==> src/hw/rtl/occupancy_grid_closest_angle_update_macros.svh <==
// Assertion helpers used by the grid update controller RTL.
// Each macro expects a clock named i_clk and an active-low reset named i_rst_n in scope.
`ifndef OCCUPANCY_GRID_CLOSEST_ANGLE_UPDATE_MACROS_SVH
`define OCCUPANCY_GRID_CLOSEST_ANGLE_UPDATE_MACROS_SVH

// Same-cycle implication.
`define OGCA_ASSERT_NOW(label, ante, cons, msg) \
    label: assert property (@(posedge i_clk) disable iff (!i_rst_n) (ante) |-> (cons)) \
        else $error(msg);

// Next-cycle implication.
`define OGCA_ASSERT_NEXT(label, ante, cons, msg) \
    label: assert property (@(posedge i_clk) disable iff (!i_rst_n) (ante) |=> (cons)) \
        else $error(msg);

`endif

==> src/hw/rtl/ogca_pkg.sv <==
package ogca_pkg;

    localparam int POS_W   = 8;
    localparam int VALUE_W = 16;
    localparam int TAG_W   = 9;
    localparam int ANGLE_W = 11;
    localparam int DIFF_W  = ANGLE_W + 1;
    localparam int MAG_W   = ANGLE_W;

    localparam logic [TAG_W-1:0] FULL_TURN        = TAG_W'(360);
    localparam logic [TAG_W-1:0] ANGLE_WINDOW_RST = TAG_W'(30);

    typedef enum logic [1:0] {
        FUNC_ASSIGN = 2'd0,
        FUNC_ANGLE  = 2'd1,
        FUNC_READ   = 2'd2,
        FUNC_NOP    = 2'd3
    } t_func;

    // Commands from the controller to the datapath.
    typedef struct packed {
        logic load;
        logic calc;
        logic read;
        logic eval;
        logic clr;
    } t_dp_cmd;

    // Status from the datapath to the controller.
    typedef struct packed {
        logic clr_last;
    } t_dp_sts;

endpackage

==> src/hw/rtl/ogca_ctrl.sv <==
`include "occupancy_grid_closest_angle_update_macros.svh"

module ogca_ctrl (
    input  logic              i_clk,
    input  logic              i_rst_n,
    input  logic              i_in_valid,
    output logic              o_in_stall,
    output logic              o_out_valid,
    input  logic              i_out_stall,
    output ogca_pkg::t_dp_cmd o_cmd,
    input  ogca_pkg::t_dp_sts i_sts
);
    import ogca_pkg::*;

    typedef enum logic [2:0] {
        ST_CLEAR,
        ST_IDLE,
        ST_CALC,
        ST_READ,
        ST_EVAL
    } t_state;

    t_state r_state;
    logic   r_out_valid;

    assign o_in_stall  = (r_state != ST_IDLE);
    assign o_out_valid = r_out_valid;

    assign o_cmd.clr  = (r_state == ST_CLEAR);
    assign o_cmd.load = (r_state == ST_IDLE) && i_in_valid;
    assign o_cmd.calc = (r_state == ST_CALC);
    assign o_cmd.read = (r_state == ST_READ);
    // The result register may be refilled in the same cycle its beat leaves.
    assign o_cmd.eval = (r_state == ST_EVAL) && (!r_out_valid || !i_out_stall);

    always_ff @(posedge i_clk) begin
        if (!i_rst_n) begin
            r_state     <= ST_CLEAR;
            r_out_valid <= 1'b0;
        end else begin
            if (o_cmd.eval) begin
                r_out_valid <= 1'b1;
            end else if (!i_out_stall) begin
                r_out_valid <= 1'b0;
            end
            unique case (r_state)
                ST_CLEAR: begin
                    if (i_sts.clr_last) begin
                        r_state <= ST_IDLE;
                    end
                end
                ST_IDLE: begin
                    if (i_in_valid) begin
                        r_state <= ST_CALC;
                    end
                end
                ST_CALC: begin
                    r_state <= ST_READ;
                end
                ST_READ: begin
                    r_state <= ST_EVAL;
                end
                ST_EVAL: begin
                    if (o_cmd.eval) begin
                        r_state <= ST_IDLE;
                    end
                end
                default: begin
                    r_state <= ST_CLEAR;
                end
            endcase
        end
    end

    `OGCA_ASSERT_NOW(a_one_cmd, 1'b1, $onehot0({o_cmd.load, o_cmd.calc, o_cmd.read, o_cmd.eval, o_cmd.clr}), "more than one datapath command")
    `OGCA_ASSERT_NOW(a_eval_room, o_cmd.eval, (!r_out_valid || !i_out_stall), "result overwritten while stalled")
    `OGCA_ASSERT_NEXT(a_eval_shows, o_cmd.eval, r_out_valid, "evaluated result not presented")
    `OGCA_ASSERT_NEXT(a_load_calc, o_cmd.load, o_cmd.calc, "accepted beat not followed by address stage")

endmodule

==> config.mk <==
export PLATFORM = sky130hd
export DESIGN_NAME = ogca_ctrl
export DESIGN_NICKNAME = d
export VERILOG_FILES = /design/src/hw/rtl/ogca_pkg.sv /design/src/hw/rtl/ogca_ctrl.sv
export VERILOG_INCLUDE_DIRS = /design/src /design/src/hw/rtl
export SDC_FILE = /design/constraint.sdc
export NUM_CORES = 1
export LEC_CHECK = 0
export BUFFER_PORTS_ARGS = -buffer_cell sky130_fd_sc_hd__clkbuf_2
export CAP_MARGIN = 20
export CORE_AREA = 5 5 42 44
export CTS_BUF_LIST = sky130_fd_sc_hd__clkbuf_4 sky130_fd_sc_hd__clkbuf_8 sky130_fd_sc_hd__clkbuf_16
export DETAILED_ROUTE_END_ITERATION = 16
export DIE_AREA = 0 0 47 49
export RECOVER_POWER = 100
export SKIP_CTS_REPAIR_TIMING = 1
export SKIP_LAST_GASP = 1
export SLEW_MARGIN = 20
export SYNTH_ARGS = -nofsm -noshare
export SYNTH_HDL_FRONTEND = slang
export SYNTH_SLANG_ARGS = --single-unit
==> constraint.sdc <==
create_clock -name i_clk -period 1.2 [get_ports i_clk]
set_input_delay 0.12 -clock i_clk [delete_from_list [all_inputs] [get_ports i_clk]]
set_output_delay 0.12 -clock i_clk [all_outputs]
set_load 0.05 [all_outputs]
==> flow_metrics.tcl <==
set metrics [dict create \
    clock-sinks 4 \
    syn_avg_cell_area_um2 8.66 \
    grt_pass1_vias 231 \
    slowest_stage "or3b_4" \
    hp-class "in2reg" \
    fin_crit_ns 1.40 \
    worst_pin_slew_ns 0.274 \
    cts_tree "built" \
    io-pin-count 12 \
    htreeDepth 1 \
    final_hold_viol_count 0 \
    first_iter_violations 0 \
    rsz0062_at_grt "true" \
    hpwl_um 480 \
    power.density_mw_per_mm2 1040 \
    insertedDiodeCount 0 \
    numCtsBuffers 3 \
    area_growth_pct 112 \
    violations "negative setup slack" \
    io_buffers 11 \
    place_ws_ns -0.0638 \
    max_freq_ghz 0.712 \
    grt_overflow 0 \
    totalPowerFinal_uw 476 \
    grt_pass1_wl_um 890 \
    rows 14 \
    instances_no_fill 62 \
    nNetsFinal 53 \
    vias_per_cell 4.15 \
    ir_drop_uv 585 \
    yosys-top-cells-area "dfxtp_1 (37%), nor2_1 (6.9%), nor3b_1 (6.9%)" \
    grt_max_degree 8 \
    via_count 257 \
    cp_cell_sequence "or3b_4 > a21oi_4 > buf_6" \
    setup_viol 6 \
    cts_max_path_buffers 2 \
    fin_skew_ns 0.000682 \
    slew_viol_final 0 \
    slew_headroom 0.815 \
    power_leakage_nw 0.207 \
    synth_seq_area_share 0.370 \
    drive_above_1_share 0.696 \
    ys_types 16 \
    die_area_mm2 0.00230 \
    status "finished, violations left" \
    cpPeakStageDelay_ns 0.40 \
    maxCapViolations 0 \
    yosysTopAreaCell "dfxtp_1" \
    first_pass_iters 1 \
    fp.dieW_um 47 \
    grt_util_all_layers 0.0549 \
    yosys_register_bits 4 \
    chipHeight_um 49 \
    setup_slack_ns -0.205 \
    syn-instance-count 25 \
    core_area_mm2 0.00140 \
    place_inst 56 \
    cts-root-buf "clkbuf_4" \
    ant_nets 0 \
    n_fill_cell 158 \
    path_clk_slew_ns 0.04 \
    criticalPathCategory "reg2out" \
    antenna_found_initial 0 \
    cp-end-kind "output port" \
    wl_per_cell_um 9.58 \
    post-route-drc-count 0 \
    synth_top_cell_area_share 0.370 \
    start_kind "flop" \
    crit_fanout 4 \
    worstPathRequired_ns 1.08 \
    finalCritPeriodShare 1.17 \
    syn_area_um2 216 \
    routabilityCongestion 0.662 \
    arrival_ns 1.28 \
    ys_warn_count 0 \
    syn_nets 30 \
    start_util 0.154 \
    wirelength_um 594 \
    clock_latency_ns 0.23 \
]
cells in the final DEF (no fill, tap or decap):
master / synthesis / routed
o21a_1: 1 / 1
dfxtp_2: 0 / 3
nor2_4: 0 / 2
a21boi_0: 1 / 1
nand2_4: 0 / 1
nor3b_4: 0 / 1
buf_6: 0 / 6
or3b_4: 1 / 1
nor4b_1: 1 / 1
inv_1: 1 / 1
mux2i_1: 1 / 1
nor2_1: 4 / 2
clkbuf_2: 0 / 6
nor2b_1: 1 / 1
nor3_1: 2 / 1
buf_8: 0 / 1
dfxtp_1: 4 / 1
nor3_2: 0 / 1
a21oi_4: 0 / 1
buf_4: 1 / 6
nor3b_1: 2 / 1
o31a_1: 1 / 1
nand2_1: 2 / 1
clkbuf_4: 0 / 3
or3b_1: 1 / 1
per-stage QoR:
step / util / setup TNS [ns] / area [µm²] / hold slack, ns
5_1_grt: 0.328 / -0.927 / 459 / 0.144
4_1_cts: 0.271 / -1.13 / 379 / 0.145
2_1_floorplan: - / -0.610 / 255 / 0.237
3_5_place_dp: 0.254 / -0.105 / 357 / 0.388
3_3_place_gp: 0.254 / -0.0730 / 357 / 0.386
6_report: 0.328 / -0.610 / 459 / 0.142
routing by layer:
| metal | share of wire | track usage |
|---|---|---|
| met4 | 0.032 | 0.0415 |
| met1 | 0.44 | 0.0744 |
| met2 | 0.43 | 0.0656 |
| met5 | 0 | 0 |
| met3 | 0.093 | 0.0221 |
sequential cells by signal, summed over array words and instances (netlist names):
name         flops
o_out_valid      1
r_state          3
layout make-up:
| class | count | area (µm²) | share of cell area |
|---|---|---|---|
| Multi-Input combinational cell | 19 | 171 | 0.373 |
| Timing Repair Buffer | 19 | 158 | 0.343 |
| Sequential cell | 4 | 83.8 | 0.183 |
| Clock buffer | 3 | 22.5 | 0.0490 |
| Tap cell | 16 | 20.0 | 0.0436 |
| Inverter | 1 | 3.75 | 0.00817 |
Yosys cell counts (all sizes together):
library cell,count
dfxtp,4
nor2,4
nand2,2
nor3,2
nor3b,2
or3b,2
a21boi,1
a21oi,1
buf,1
inv,1
mux2i,1
nor2b,1
nor4b,1
o21a,1
o31a,1
where the power goes:
part | total (mW) | internal (mW) | switching (mW) | leakage [nW]
logic | 0.166 | 0.0696 | 0.0962 | 0.159
registers | 0.147 | 0.142 | 0.00531 | 0.0338
clock network | 0.163 | 0.112 | 0.0517 | 0.0138
worst max-delay path, delay by kind of cell (launching register included):
| kind | cells | cell delay (ns) |
|---|---|---|
| compound gates | 1 | 0.14 |
| simple gates | 1 | 0.40 |
| flops | 1 | 0.34 |
| buf+inv | 1 | 0.17 |
worst paths after layout:
kind	from	endpoint	slack [ns]	cells after the start
setup reg to reg	r_state[2]$_SDFFE_PN0P_	r_state[0]$_SDFFE_PN0P_	0.04	4
hold / removal	i_rst_n	r_state[2]$_SDFFE_PN0P_	0.14	2
setup / recovery	r_state[2]$_SDFFE_PN0P_	o_cmd[1]	-0.20	3
hold reg to reg	o_out_valid$_SDFFE_PN0P_	o_out_valid$_SDFFE_PN0P_	0.54	2
cells by family after synthesis:
| logic type | after synthesis | share of synthesized area |
|---|---|---|
| buffers and inverters | 2 | 0.0520 |
| flip-flops | 4 | 0.370 |
| AO/OA/AOI/OAI | 4 | 0.150 |
| AND/OR/NAND/NOR | 14 | 0.382 |
| multiplexers | 1 | 0.0462 |
Note: power is estimated with default switching activity, not from simulation.
